File: config.mk
export PLATFORM = sky130hd
export DESIGN_NAME = c2ll_sqrt_cell
export DESIGN_NICKNAME = d
export VERILOG_FILES = /design/src/rtl/c2ll_pkg.sv /design/src/rtl/c2ll_sqrt_cell.sv
export SDC_FILE = /design/constraint.sdc
export NUM_CORES = 1
export LEC_CHECK = 0
export ABC_AREA = 0
export BUFFER_PORTS_ARGS = -buffer_cell sky130_fd_sc_hd__buf_2
export CELL_PAD_IN_SITES_DETAIL_PLACEMENT = 1
export CELL_PAD_IN_SITES_GLOBAL_PLACEMENT = 2
export CORE_MARGIN = 5
export CORE_UTILIZATION = 25
export CTS_CLUSTER_SIZE = 40
export DETAILED_ROUTE_END_ITERATION = 8
export PLACE_DENSITY_LB_ADDON = 0.1
export SLEW_MARGIN = 25
export SYNTH_ARGS = -nofsm -noshare
export SYNTH_HDL_FRONTEND = slang
export SYNTH_SLANG_ARGS = --single-unit
export TNS_END_PERCENT = 50
File: constraint.sdc
create_clock -name clk_i -period 8.1 [get_ports clk_i]
set_input_delay 0.81 -clock clk_i [delete_from_list [all_inputs] [get_ports clk_i]]
set_output_delay 0.81 -clock clk_i [all_outputs]
set_load 0.1 [all_outputs]
File: src/rtl/c2ll_pkg.sv
// Shared types, widths and elaboration-time constants for the Cartesian to
// longitude / latitude converter. No dependencies; every rtl module but c2ll_delay imports it.

package c2ll_pkg;

  // Field widths of the item ports
  localparam int unsigned FRAME_W = 2;
  localparam int unsigned POS_W   = 31;
  localparam int unsigned VEL_W   = 26;
  localparam int unsigned LON_W   = 22;
  localparam int unsigned LAT_W   = 21;
  localparam int unsigned RAD_W   = 31;
  localparam int unsigned STAT_W  = 2;

  // Internal datapath widths
  localparam int unsigned XY_W      = 60;  // CORDIC x / y, signed Q24
  localparam int unsigned ACC_W     = 48;  // angle accumulator, signed Q40 radians
  localparam int unsigned FRAC_BITS = 24;
  localparam int unsigned K_W       = 32;  // CORDIC gain, Q30
  localparam int unsigned K_FRAC    = 30;
  localparam int unsigned SQ_W      = 63;  // root remainder / partial root
  localparam int unsigned DEG_W     = 28;  // rounded degree magnitude

  localparam int unsigned CORDIC_STAGES_DEF = 24;
  localparam int unsigned MAX_STAGES        = 32;

  localparam logic [FRAME_W-1:0] FRAME_EARTH_FIXED = 2'd1;

  localparam logic [39:0] DEG_E4_Q20 = 40'd600789792987;
  localparam logic [DEG_W-1:0] LON_LIMIT = DEG_W'(1800000);
  localparam logic [DEG_W-1:0] LAT_LIMIT = DEG_W'(900000);

  typedef enum logic [STAT_W-1:0] {
    STATUS_OK        = 2'd0,
    STATUS_BAD_FRAME = 2'd1,
    STATUS_NO_HORIZ  = 2'd2
  } status_e;

  typedef struct packed {
    logic signed [XY_W-1:0]  x;
    logic signed [XY_W-1:0]  y;
    logic signed [ACC_W-1:0] acc;
  } cordic_t;

  typedef struct packed {
    logic [SQ_W-1:0] rem;
    logic [SQ_W-1:0] root;
  } sqrt_t;

  // Shift-subtract divide, used only to build constants
  function automatic logic [63:0] udiv64(input logic [63:0] a, input logic [63:0] b);
    logic [64:0] rem;
    logic [63:0] q;
    rem = '0;
    q   = '0;
    for (int i = 63; i >= 0; i--) begin
      rem = {rem[63:0], a[i]};
      if (rem >= {1'b0, b}) begin
        rem  = rem - {1'b0, b};
        q[i] = 1'b1;
      end
    end
    return q;
  endfunction

  // atan(1/n) in Q60 by the alternating series
  function automatic logic [63:0] atan_recip(input logic [63:0] n);
    logic [63:0] p;
    logic [63:0] nn;
    logic [63:0] sum;
    logic [63:0] t;
    p   = udiv64(64'd1 << 60, n);
    nn  = n * n;
    sum = '0;
    for (int k = 0; k < 64; k++) begin
      if (p != '0) begin
        t = udiv64(p, 64'(2 * k + 1));
        if (k % 2 == 1) sum = sum - t;
        else            sum = sum + t;
        p = udiv64(p, nn);
      end
    end
    return sum;
  endfunction

  // Stage angle atan(2^-i) in Q40, rounded half up from Q60
  function automatic logic signed [ACC_W-1:0] atan_q40(input int unsigned i);
    logic [63:0] v;
    if (i == 0) v = 64'd4 * atan_recip(64'd5) - atan_recip(64'd239);
    else        v = atan_recip(64'd1 << i);
    v = (v + (64'd1 << 19)) >> 20;
    return ACC_W'(v);
  endfunction

  function automatic logic [63:0] isqrt64(input logic [63:0] val);
    logic [63:0] v;
    logic [63:0] r;
    logic [63:0] b;
    v = val;
    r = '0;
    b = 64'd1 << 62;
    for (int i = 0; i < 32; i++) begin
      if (v >= r + b) begin
        v = v - (r + b);
        r = (r >> 1) + b;
      end else begin
        r = r >> 1;
      end
      b = b >> 2;
    end
    return r;
  endfunction

  // CORDIC gain in Q30 for n stages
  function automatic logic signed [K_W-1:0] gain_q30(input int unsigned n);
    logic [63:0] k2;
    k2 = 64'd1 << 60;
    for (int i = 0; i < 32; i++) begin
      if (i < n) k2 = k2 + (k2 >> (2 * i));
    end
    return K_W'(isqrt64(k2));
  endfunction

endpackage

File: src/rtl/c2ll_sqrt_cell.sv
// One result bit of the integer square root: trial subtract and shift.
// Depends on c2ll_pkg.

module c2ll_sqrt_cell #(
  parameter int unsigned Index = 0
) (
  input  logic            clk_i,
  input  logic            en_i,
  input  c2ll_pkg::sqrt_t data_i,
  output c2ll_pkg::sqrt_t data_o
);
  import c2ll_pkg::*;

  localparam logic [SQ_W-1:0] TrialBit = SQ_W'(1) << (62 - 2 * Index);

  logic [SQ_W-1:0] trial;
  sqrt_t data_d;
  sqrt_t data_q;

  assign trial = data_i.root + TrialBit;

  always_comb begin
    if (data_i.rem >= trial) begin
      data_d.rem  = data_i.rem - trial;
      data_d.root = (data_i.root >> 1) + TrialBit;
    end else begin
      data_d.rem  = data_i.rem;
      data_d.root = data_i.root >> 1;
    end
  end

  always_ff @(posedge clk_i) begin
    if (en_i) data_q <= data_d;
  end

  assign data_o = data_q;

endmodule

; ---- After elaboration in Yosys (flattened, before gate mapping)
; Index checks and enable logic that the tools add are counted.
[classes]
addsub = 3
mul = 0
div = 0
magnitude_cmp = 1
eq_ne = 0
shifts = 0
mux = 1
bitwise_logic = 0
reduce_logical = 0
[ops]
columns = operator, count
row1 = $mux 126, 1
row2 = $add 62x63->63 const B, 1
row3 = $add 63x63->63 const B, 1
row4 = $ge 63x63->1, 1
row5 = $sub 63x63->63, 1
[totals]
ff_bits = 126
latchBits = 0
ramBits = 0
rom_bits = 0
inputBits = 128
out_inout_bits = 126
mem_count = 0

; ---- Depth between registers and ports, before layout
[logic_depth]
ltp_word = 3
mapped_depth = 15
depth_no_buf = 14

; ---- Worst setup path after synthesis
; OpenSTA, ideal clock, no wires.
[synth_timing]
kind = input to register
from = input data_i[63] (netlist bit)
to = register data_q, in the netlist data_o[125], data pin
t_arrival_ps = 3234
path_slack_ps = 4610
path_stages = 14
n_path_buf = 0
path_cell_list = inv_1 > ha_1 > inv_1 > fa_1 > a21o_1 > a311oi_1 > nor4_1 > o22ai_1 > o221ai_2 > a41o_2 > a21oi_2 > o311ai_4 > xnor2_1 > o21ai_2
[synth_rtl]
columns = item, line
row1 = from (decl), c2ll_sqrt_cell.sv:9  ; input c2ll_pkg::sqrt_t data_i,
row2 = to (signal assigned), c2ll_sqrt_cell.sv:33  ; if (en_i) data_q <= data_d;
row3 = to (decl), c2ll_sqrt_cell.sv:18  ; sqrt_t data_q;

==> flow_summary.ini <==
[run_status]
status = finished, final reports clean

[logic_synthesis]
synth_nets = 1085
muxShareOfSynthArea_pct = 0.405
synth_adder_area_share_pct = 9.84
yosys.area_share.simple_pct = 13.8
synth_area_sq_um = 8340
synth-seq-cells = 126
avgSynthCellArea_sq_um = 9.35
yosysSeqAreaShare_pct = 45.3
synth-main-ff-cell = edfxtp_1
ys_types = 56
synth_edf_count = 126
synth_compound_area_share_pct = 18.7
synth_top_family_by_area = compound AO/OA/AOI/OAI gates
yosysWarnings = 0
synth_xor_area_share_pct = 6.30
synth-async-reset-ratio_pct = 0
syn_inst = 892

[critical_path]
start_kind = primary input
startpoint = data_i[12]
arrival_ps = 4280
crit_type = primary input to register
crit_path_max_fanout = 69
worstPathRequired_ps = 8280
end_kind = register

[timing]
worst_slack_ps = 4010
rsz0062_at_grt = no
relSlewSlack_pct = 40.9
finalSetupViolCount = 0
fmax_mhz = 244
worstMarginPinSlew_ps = 886
hold_viol_final = 0
fin_crit_sh_pct = 50.5
fin_setup_tns_ps = 0
period_needed_ps = 4090
slew_viol_final = 0

[clock_tree]
path_clk_slew_ps = 60
clk_path_buf_depth = 2
post-cts-setup-buffers = 0
cts_hold_buf = 0
htree_levels = 4
cts_tree = yes
clock-sinks = 126
cts_resized = 0
numCtsBuffers = 17
clockRootBuffer = clkbuf_16

[global_routing]
grtUsageTotal_pct = 15.7
grt.overflow.total = 0
grt_antenna_before_repair = 4
grt_pass1_wl_mm = 44.9
grt_max_degree = 70
grt_pass1_vias = 7779

[final_layout]
layout-drive-gt1-share_pct = 26.1
layout_common_cells = buf_2, edfxtp_1, nand2_1
design_area_sq_um = 10600
nNetsFinal = 1320
syn_to_final_growth_pct = 27.0
largest_register_ff_count = 126
layout_commonest_cell = buf_2

[placed_design]
place_congestion = 0.788
place_worst_setup_slack_ps = 3510
numPortBuffers = 253
hpwl_mm = 23.6
placedInstanceArea_sq_um = 10000

[drt]
wl_mm = 29.2
viasPerCell = 4.56
antenna_left = 0
routedWlPerCell_um = 18.4
drc = 0
first_iter_violations = 247
drt-pass1-iter-count = 4
vias = 7251

[hold_path]
hold_path_class = primary input to register
hold_path.startpoint = data_i[30]

[floorplan]
die_w_um = 193
dieArea_sq_um = 37100
ios = 254
fp.dieH_um = 193
initial_core_util_pct = 25.1
fp.coreArea_sq_um = 33300
rows = 67

[power_and_ir_drop]
leakage_nw = 4.63
peakVddDrop_v = 0.000144
powerDensity_nw_per_um2 = 249

[job]
drv_cap = 0
==> per-layer routing <==
| metal | part of all wire (%) | routed length (um) | track usage, % | vias up |
|---|---|---|---|---|
| li1 | - | - | - | 3673 |
| met1 | 49 | 14300 | 21.9 | 3402 |
| met2 | 45 | 13100 | 24.5 | 146 |
| met3 | 5.3 | 1540 | 4.29 | 22 |
| met4 | 0.79 | 231 | 3.37 | 8 |
| met5 | 0.12 | 34 | 0 | - |
==> critical path, cell delays in order <==
cell     delay (ps)
buf_2            90
inv_1            40
ha_1            360
a21oi_1         340
o21a_1          170
o21ai_0         150
and3_1          210
a21oi_1         400
o21a_1          380
o31ai_4         150
a21oi_4         170
buf_4           570
inv_2           110
mux2_2          290
==> where the power goes <==
| part | internal [W] | switching [W] |
|---|---|---|
| Combinational | 0.000217 | 0.000844 |
| Sequential | 0.000810 | 0.0000171 |
| Clock | 0.000447 | 0.000306 |
==> worst paths after layout <==
check / endpoint / slack (ps) / cells after the start
min: data_o[29]$_DFFE_PP_ / 560 / 1
max: data_o[100]$_DFFE_PP_ / 4010 / 14
==> cells in the mapped netlist (7+ instances only) <==
cell type	instances	area (sq um)
a21o_1	19	143
xnor2_1	31	272
a21oi_1	83	415
inv_1	78	293
o21bai_1	14	105
clkbuf_1	24	90.1
nand2b_1	7	43.8
o21ai_1	38	190
ha_1	64	801
buf_2	16	80.1
nand2_1	122	458
nor2_1	54	203
o21ai_0	66	330
nor3_1	12	60.1
xor2_1	29	254
nand4_1	30	188
edfxtp_1	126	3780
==> stage by stage <==
stage                     std cells  power [W]  hold WS, ps  util (%)
after floorplan                 892    0.00168          909         -
after global placement         1556    0.00191         1000      30.2
after detailed placement       1556    0.00191         1000      30.2
after CTS                      1588    0.00269          530      31.8
after global routing           1588    0.00279          528      31.8
final                          1589    0.00264          558      31.8
==> cell families (layout without fill, tap and decap cells) <==
group           Yosys count  count (layout)
compound gates          264             264
simple gates            255             255
flops                   126             126
buf+inv                 119             367
fa+ha+maj                65              65
xor+xnor                 60              60
mux                       3               3
other cells               0               1
==> final cells by class <==
cell class                 count  area [sq um]
clock inverter                13           124
clock buffer                  19           433
timing repair buffer         256          1290
antenna                        1          2.50
fill                        3926         22700
sequential                   126          3780
multi-input combinational    647          4100
tap                          448           561
inverter                      79           297
Power figures use the tool's default switching activity.
