[src/rtl/c2ll_pkg.sv]
// Shared types, widths and elaboration-time constants for the Cartesian to
// longitude / latitude converter. No dependencies; every rtl module but c2ll_delay imports it.

package c2ll_pkg;

  // Field widths of the item ports
  localparam int unsigned FRAME_W = 2;
  localparam int unsigned POS_W   = 31;
  localparam int unsigned VEL_W   = 26;
  localparam int unsigned LON_W   = 22;
  localparam int unsigned LAT_W   = 21;
  localparam int unsigned RAD_W   = 31;
  localparam int unsigned STAT_W  = 2;

  // Internal datapath widths
  localparam int unsigned XY_W      = 60;  // CORDIC x / y, signed Q24
  localparam int unsigned ACC_W     = 48;  // angle accumulator, signed Q40 radians
  localparam int unsigned FRAC_BITS = 24;
  localparam int unsigned K_W       = 32;  // CORDIC gain, Q30
  localparam int unsigned K_FRAC    = 30;
  localparam int unsigned SQ_W      = 63;  // root remainder / partial root
  localparam int unsigned DEG_W     = 28;  // rounded degree magnitude

  localparam int unsigned CORDIC_STAGES_DEF = 24;
  localparam int unsigned MAX_STAGES        = 32;

  localparam logic [FRAME_W-1:0] FRAME_EARTH_FIXED = 2'd1;

  localparam logic [39:0] DEG_E4_Q20 = 40'd600789792987;
  localparam logic [DEG_W-1:0] LON_LIMIT = DEG_W'(1800000);
  localparam logic [DEG_W-1:0] LAT_LIMIT = DEG_W'(900000);

  typedef enum logic [STAT_W-1:0] {
    STATUS_OK        = 2'd0,
    STATUS_BAD_FRAME = 2'd1,
    STATUS_NO_HORIZ  = 2'd2
  } status_e;

  typedef struct packed {
    logic signed [XY_W-1:0]  x;
    logic signed [XY_W-1:0]  y;
    logic signed [ACC_W-1:0] acc;
  } cordic_t;

  typedef struct packed {
    logic [SQ_W-1:0] rem;
    logic [SQ_W-1:0] root;
  } sqrt_t;

  // Shift-subtract divide, used only to build constants
  function automatic logic [63:0] udiv64(input logic [63:0] a, input logic [63:0] b);
    logic [64:0] rem;
    logic [63:0] q;
    rem = '0;
    q   = '0;
    for (int i = 63; i >= 0; i--) begin
      rem = {rem[63:0], a[i]};
      if (rem >= {1'b0, b}) begin
        rem  = rem - {1'b0, b};
        q[i] = 1'b1;
      end
    end
    return q;
  endfunction

  // atan(1/n) in Q60 by the alternating series
  function automatic logic [63:0] atan_recip(input logic [63:0] n);
    logic [63:0] p;
    logic [63:0] nn;
    logic [63:0] sum;
    logic [63:0] t;
    p   = udiv64(64'd1 << 60, n);
    nn  = n * n;
    sum = '0;
    for (int k = 0; k < 64; k++) begin
      if (p != '0) begin
        t = udiv64(p, 64'(2 * k + 1));
        if (k % 2 == 1) sum = sum - t;
        else            sum = sum + t;
        p = udiv64(p, nn);
      end
    end
    return sum;
  endfunction

  // Stage angle atan(2^-i) in Q40, rounded half up from Q60
  function automatic logic signed [ACC_W-1:0] atan_q40(input int unsigned i);
    logic [63:0] v;
    if (i == 0) v = 64'd4 * atan_recip(64'd5) - atan_recip(64'd239);
    else        v = atan_recip(64'd1 << i);
    v = (v + (64'd1 << 19)) >> 20;
    return ACC_W'(v);
  endfunction

  function automatic logic [63:0] isqrt64(input logic [63:0] val);
    logic [63:0] v;
    logic [63:0] r;
    logic [63:0] b;
    v = val;
    r = '0;
    b = 64'd1 << 62;
    for (int i = 0; i < 32; i++) begin
      if (v >= r + b) begin
        v = v - (r + b);
        r = (r >> 1) + b;
      end else begin
        r = r >> 1;
      end
      b = b >> 2;
    end
    return r;
  endfunction

  // CORDIC gain in Q30 for n stages
  function automatic logic signed [K_W-1:0] gain_q30(input int unsigned n);
    logic [63:0] k2;
    k2 = 64'd1 << 60;
    for (int i = 0; i < 32; i++) begin
      if (i < n) k2 = k2 + (k2 >> (2 * i));
    end
    return K_W'(isqrt64(k2));
  endfunction

endpackage

[src/rtl/c2ll_deg_conv.sv]
// Radians (Q40) to rounded 0.0001 degree magnitude plus sign, two stages.
// Depends on c2ll_pkg.

module c2ll_deg_conv (
  input  logic                              clk_i,
  input  logic                              en_i,
  input  logic signed [c2ll_pkg::ACC_W-1:0] acc_i,
  output logic [c2ll_pkg::DEG_W-1:0]        mag_o,
  output logic                              neg_o
);
  import c2ll_pkg::*;

  localparam int unsigned PROD_W = ACC_W + 40;

  logic [ACC_W-1:0] mag;
  logic [43:0] pll_q, plh_q, phl_q, phh_q;
  logic        neg_a_q;
  logic [PROD_W-1:0] prod;
  logic [DEG_W-1:0]  mag_q;
  logic              neg_q;

  assign mag = acc_i[ACC_W-1] ? ACC_W'(-acc_i) : ACC_W'(acc_i);

  // split into 24 x 20 partial products
  always_ff @(posedge clk_i) begin
    if (en_i) begin
      neg_a_q <= acc_i[ACC_W-1];
      pll_q   <= 44'(mag[23:0])  * 44'(DEG_E4_Q20[19:0]);
      plh_q   <= 44'(mag[23:0])  * 44'(DEG_E4_Q20[39:20]);
      phl_q   <= 44'(mag[47:24]) * 44'(DEG_E4_Q20[19:0]);
      phh_q   <= 44'(mag[47:24]) * 44'(DEG_E4_Q20[39:20]);
    end
  end

  // sum and round half up at bit 60
  assign prod = PROD_W'(pll_q) + (PROD_W'(plh_q) << 20) + (PROD_W'(phl_q) << 24)
              + (PROD_W'(phh_q) << 44) + (PROD_W'(1) << 59);

  always_ff @(posedge clk_i) begin
    if (en_i) begin
      neg_q <= neg_a_q;
      mag_q <= prod[PROD_W-1:60];
    end
  end

  assign mag_o = mag_q;
  assign neg_o = neg_q;

endmodule

[config.mk]
export PLATFORM = sky130hd
export DESIGN_NAME = c2ll_deg_conv
export DESIGN_NICKNAME = d
export VERILOG_FILES = /design/src/rtl/c2ll_pkg.sv /design/src/rtl/c2ll_deg_conv.sv
export SDC_FILE = /design/constraint.sdc
export NUM_CORES = 2
export LEC_CHECK = 0
export ABC_AREA = 1
export BUFFER_PORTS_ARGS = -buffer_cell sky130_fd_sc_hd__buf_2
export CELL_PAD_IN_SITES_DETAIL_PLACEMENT = 1
export CELL_PAD_IN_SITES_GLOBAL_PLACEMENT = 1
export CORE_MARGIN = 2
export CORE_UTILIZATION = 29
export CTS_CLUSTER_SIZE = 12
export DETAILED_ROUTE_END_ITERATION = 12
export GPL_TIMING_DRIVEN = 0
export HOLD_SLACK_MARGIN = 0.08
export PLACE_DENSITY_LB_ADDON = 0.1
export SLEW_MARGIN = 20
export SYNTH_ARGS = -nofsm -noshare
export SYNTH_HDL_FRONTEND = slang
export SYNTH_SLANG_ARGS = --single-unit
[constraint.sdc]
create_clock -name clk_i -period 12.57 [get_ports clk_i]
set_input_delay 0.6285 -clock clk_i [delete_from_list [all_inputs] [get_ports clk_i]]
set_output_delay 0.6285 -clock clk_i [all_outputs]
set_load 0.01 [all_outputs]
After elaboration in Yosys (flattened, before gate mapping)
Cells that the tools add are included.
{ "op_classes": {"add_sub_neg": 5, "muxes": 1, "multipliers": 4} }
{ "op_table": {"columns": ["cell", "n"], "rows": [
  ["$mul 24x20->44 const B", 4],
  ["$add 69x88->88", 1],
  ["$add 88x60->88 const B", 1],
  ["$add 65x68->69", 1],
  ["$add 44x64->65", 1],
  ["$mux 48", 1],
  ["$neg 48->48", 1]
]} }
{ "totals": {"register_bits": 206, "input_bits": 50, "wordCells": 17} }

Longest topological paths before layout
{ "logic_depth": {"depth_word": 4, "ltp_mapped": 41} }

Worst setup path before layout
OpenSTA, ideal clock, no wires.
{ "synth_timing": {"kind": "input port to flip-flop", "start": "in acc_i[47] (netlist bit)", "end": "reg pll_q[24], data pin", "n_path_buf": 3, "arrival_ns": 7.060, "cell_stages": 27, "slack_ns": 5.248, "path_cell_list": "buf_2 buf_1 clkbuf_1 nand2_1 xor2_1 inv_1 fa_1 inv_1 ha_1 inv_1 fa_1 inv_1 fa_1 fa_1 fa_1 inv_1 fa_1 inv_1 ha_1 nand2_1 nor2_1 inv_1 nor2_1 inv_1 o21ai_0 a21oi_1 xor2_1"} }
{ "synth_via": {"elab_chain_cells": 2} }
{ "synth_rtl": {"columns": ["element", "line", "rtl"], "rows": [
  ["start, declared", "c2ll_deg_conv.sv:7", "input logic signed [c2ll_pkg::ACC_W-1:0] acc_i,"],
  ["$mux 48", "c2ll_deg_conv.sv:22", "assign mag = acc_i[ACC_W-1] ? ACC_W'(-acc_i) : ACC_W'(acc_i);"],
  ["$mul 24x20->44", "c2ll_deg_conv.sv:28", "pll_q <= 44'(mag[23:0]) * 44'(DEG_E4_Q20[19:0]);"],
  ["end signal, assigned", "c2ll_deg_conv.sv:28", null],
  ["end, declared", "c2ll_deg_conv.sv:16", "logic [43:0] pll_q, plh_q, phl_q, phh_q;"]
]} }
No other way between the ends.
A chain may end at the register's enable or synchronous reset.

Worst setup path after layout
{ "layout_timing": {"start": "in acc_i[0] (netlist bit)", "end": "reg pll_q[42], data pin"} }
{ "layout_via": {"elab_chain_cells": 3} }
{ "layout_rtl": {"columns": ["element", "line"], "rows": [
  ["$neg 48->48", "c2ll_deg_conv.sv:22"],
  ["$mux 48 (*)", "c2ll_deg_conv.sv:22"],
  ["$mul 24x20->44 (*)", "c2ll_deg_conv.sv:28"]
]} }
Every way passes the cells marked *; elsewhere a longest branch is shown, timed or not.

==> impl_metrics.py <==
metrics = {
    "synth": {
        "yosysTopAreaCell": "fa_1",
        "yosysWarnings": 0,
        "synth_area_leaders": "fa_1 30%, ha_1 22%, edfxtp_1 12%",
        "synth_edf_count": 185,
        "synth-async-reset-ratio": 0,
        "yosysTopAreaCellShare": 0.297,
        "syn_area_per_cell_um2": 8.45,
        "ys_types": 48,
        "synth_nets": 7233,
        "synth_area_um2": 47600,
        "ys_seq_elements": 185,
        "synthFlopType": "edfxtp_1",
        "syn_inst": 5632,
        "ys_seq_area_frac": 0.117,
    },
    "grt": {
        "grt_max_degree": 85,
        "grt_usage": 0.235,
        "antenna_found_initial": 6,
        "grt.overflow.total": 0,
        "grt_pass1_vias": 42100,
        "grt_pass1_wl_um": 286000,
    },
    "sta": {
        "relSlewSlack": 0.181,
        "fin_crit_sh": 0.757,
        "rsz0062_at_grt": "false",
        "final_hold_viol_count": 0,
        "final-max-slew-violation-count": 0,
        "setup_tns_ns": 0,
        "fmax_mhz": 105,
        "finalSetupViolCount": 0,
        "hold_ws_ns": 0.322,
        "skew_ns": 0.0298,
        "post-route-min-period_ns": 9.52,
        "tightest_slew_ns": 1.22,
    },
    "finish": {
        "drive_above_1_share": 0.0354,
        "layout.nets": 7353,
        "area_growth_pct": 9.33,
        "layout_common_cells": "1409 x inv_1, 863 x nand2_1, 845 x ha_1, 706 x fa_1, 492 x nor2_1",
        "final_common_cell": "inv_1",
        "final_cells": 7944,
        "final_cell_area_um2": 52000,
    },
    "setup_path": {
        "r2r-end": "mag_o[15]",
        "cp-start-kind": "input port",
        "critPathKind": "in2reg",
        "reg2reg_depth": 12,
        "critPathMaxStageDelay_ns": 0.83,
        "reg2reg_slack_ns": 9.13,
        "cp_max_fo": 13,
        "required_ns": 12.84,
        "crit_path_start": "acc_i[0]",
        "cp_common_cell": "inv_1",
        "reg2reg_from": "phl_q[0]",
        "critPathArrivalTime_ns": 9.78,
        "slowest_stage": "xor2_1",
        "end_kind": "flip-flop",
    },
    "clock_tree": {
        "htreeDepth": 4,
        "root_buffer": "clkbuf_16",
        "numCtsBuffers": 17,
        "clock_latency_ns": 0.51,
        "postCtsSetupBuffers": 0,
        "clkSinkCount": 185,
        "cts_buffer_depth": 2,
        "cts-resized-gates": 0,
        "cts_tree": "done",
        "clkTransAtPathRegs_ns": 0.11,
        "postCtsHoldBufs": 0,
    },
    "place": {
        "gp_congestion": 0.925,
        "place_area_um2": 51400,
        "io_buffers": 78,
        "dp_cells": 7908,
        "post-dp-hpwl_um": 177000,
    },
    "drt": {
        "finalWirelength_um": 194000,
        "drc": 0,
        "drtIter0Drc": 1918,
        "viasPerCell": 4.72,
        "drtAntennaViolNets": 0,
        "wl_per_cell_um": 24.4,
        "vias": 37500,
        "dr.pass1.iters": 5,
    },
    "die": {
        "start_util": 0.292,
        "row_count": 148,
        "die-area_um2": 167000,
        "io_pins": 79,
        "coreArea_um2": 163000,
        "die_w_um": 409,
        "die_y_um": 409,
    },
    "run_status": {
        "status": "complete, no violations",
    },
    "min_path": {
        "whs_path_depth": 1,
        "min-delay-start": "acc_i[47]",
        "hold_class": "in2reg",
        "min_to": "neg_a_q",
    },
    "job": {
        "maxCapViolCount": 0,
    },
}
==> metal layers <==
| layer | global-route usage | share of wire |
|---|---|---|
| met4 | 0.0600 | 0.027 |
| met5 | 0 | 0 |
| met1 | 0.336 | 0.49 |
| met2 | 0.380 | 0.45 |
| met3 | 0.0226 | 0.033 |
==> critical path: cells and delay by family <==
family          cells  cell delay, ns
simple gates       11            1.92
xor+xnor            2            1.18
fa+ha+maj           9            4.46
buf+inv             8            1.39
compound gates      1            0.17
==> metrics by stage <==
stage	setup slack, ns	util
final	3.05	0.319
after global routing	2.38	0.319
after CTS	3.00	0.319
after detailed placement	2.52	0.316
after global placement	1.61	0.311
after floorplan	5.25	-
==> sequential cells by signal, summed over array words and instances (netlist names) <==
signal and count:
mag_o 28, neg_a_q 1, neg_o 1, phh_q 43
phl_q 44, plh_q 43, pll_q 25
==> how the worst max path moves through the flow <==
stage               cells past startpoint   endpoint  slack [ns]
floorplan                              27  pll_q[24]        5.25
global placement                       29  pll_q[42]        1.61
detailed placement                     31  pll_q[42]        2.52
CTS                                    31  pll_q[42]        3.00
global route                           34  phh_q[41]        2.38
finish                                 31  pll_q[42]        3.05
==> synthesized netlist by cell type (3+ instances only) <==
master and instances:
and3_1 7, o21ai_2 6, inv_2 4, xor2_1 141, nand2_1 863, o21a_1 22
a21oi_2 4, nand2_2 10, nor4_1 22, nor3_1 60, a21oi_1 265, nor2_2 3
ha_1 845, inv_1 1409, nand4_1 31, o2111ai_1 4, o21ai_0 154, o211ai_1 9
o21ai_1 6, a21o_1 47, nand3_1 181, xnor2_1 37, fa_1 706, or2_2 6
a31oi_1 23, clkbuf_1 5, nand3b_1 4, nor2_1 493, edfxtp_1 185, nand3_2 3
a21boi_0 19, o21bai_1 39
==> layout make-up <==
class / count / area [um^2]
clock buffer: 17 / 425
tap: 2175 / 2720
sequential: 185 / 5560
antenna: 4 / 10.0
timing repair buffer: 101 / 803
fill: 19300 / 111000
inverter: 1413 / 5300
multi-input combinational: 4026 / 37000
buffer: 8 / 31.3
clock inverter: 15 / 160
==> cell families (layout without fill, tap and decap cells) <==
group,after synthesis,after routing,share of synthesized area
compound gates,604,604,0.0728
buf+inv,1421,1554,0.112
flops,185,185,0.117
xor+xnor,178,178,0.0328
other cells,0,4,0
fa+ha+maj,1551,1551,0.519
simple gates,1693,1693,0.146
Power is not shown: default switching activity piles up to over one toggle a cycle in this logic, so the estimate is an artifact.
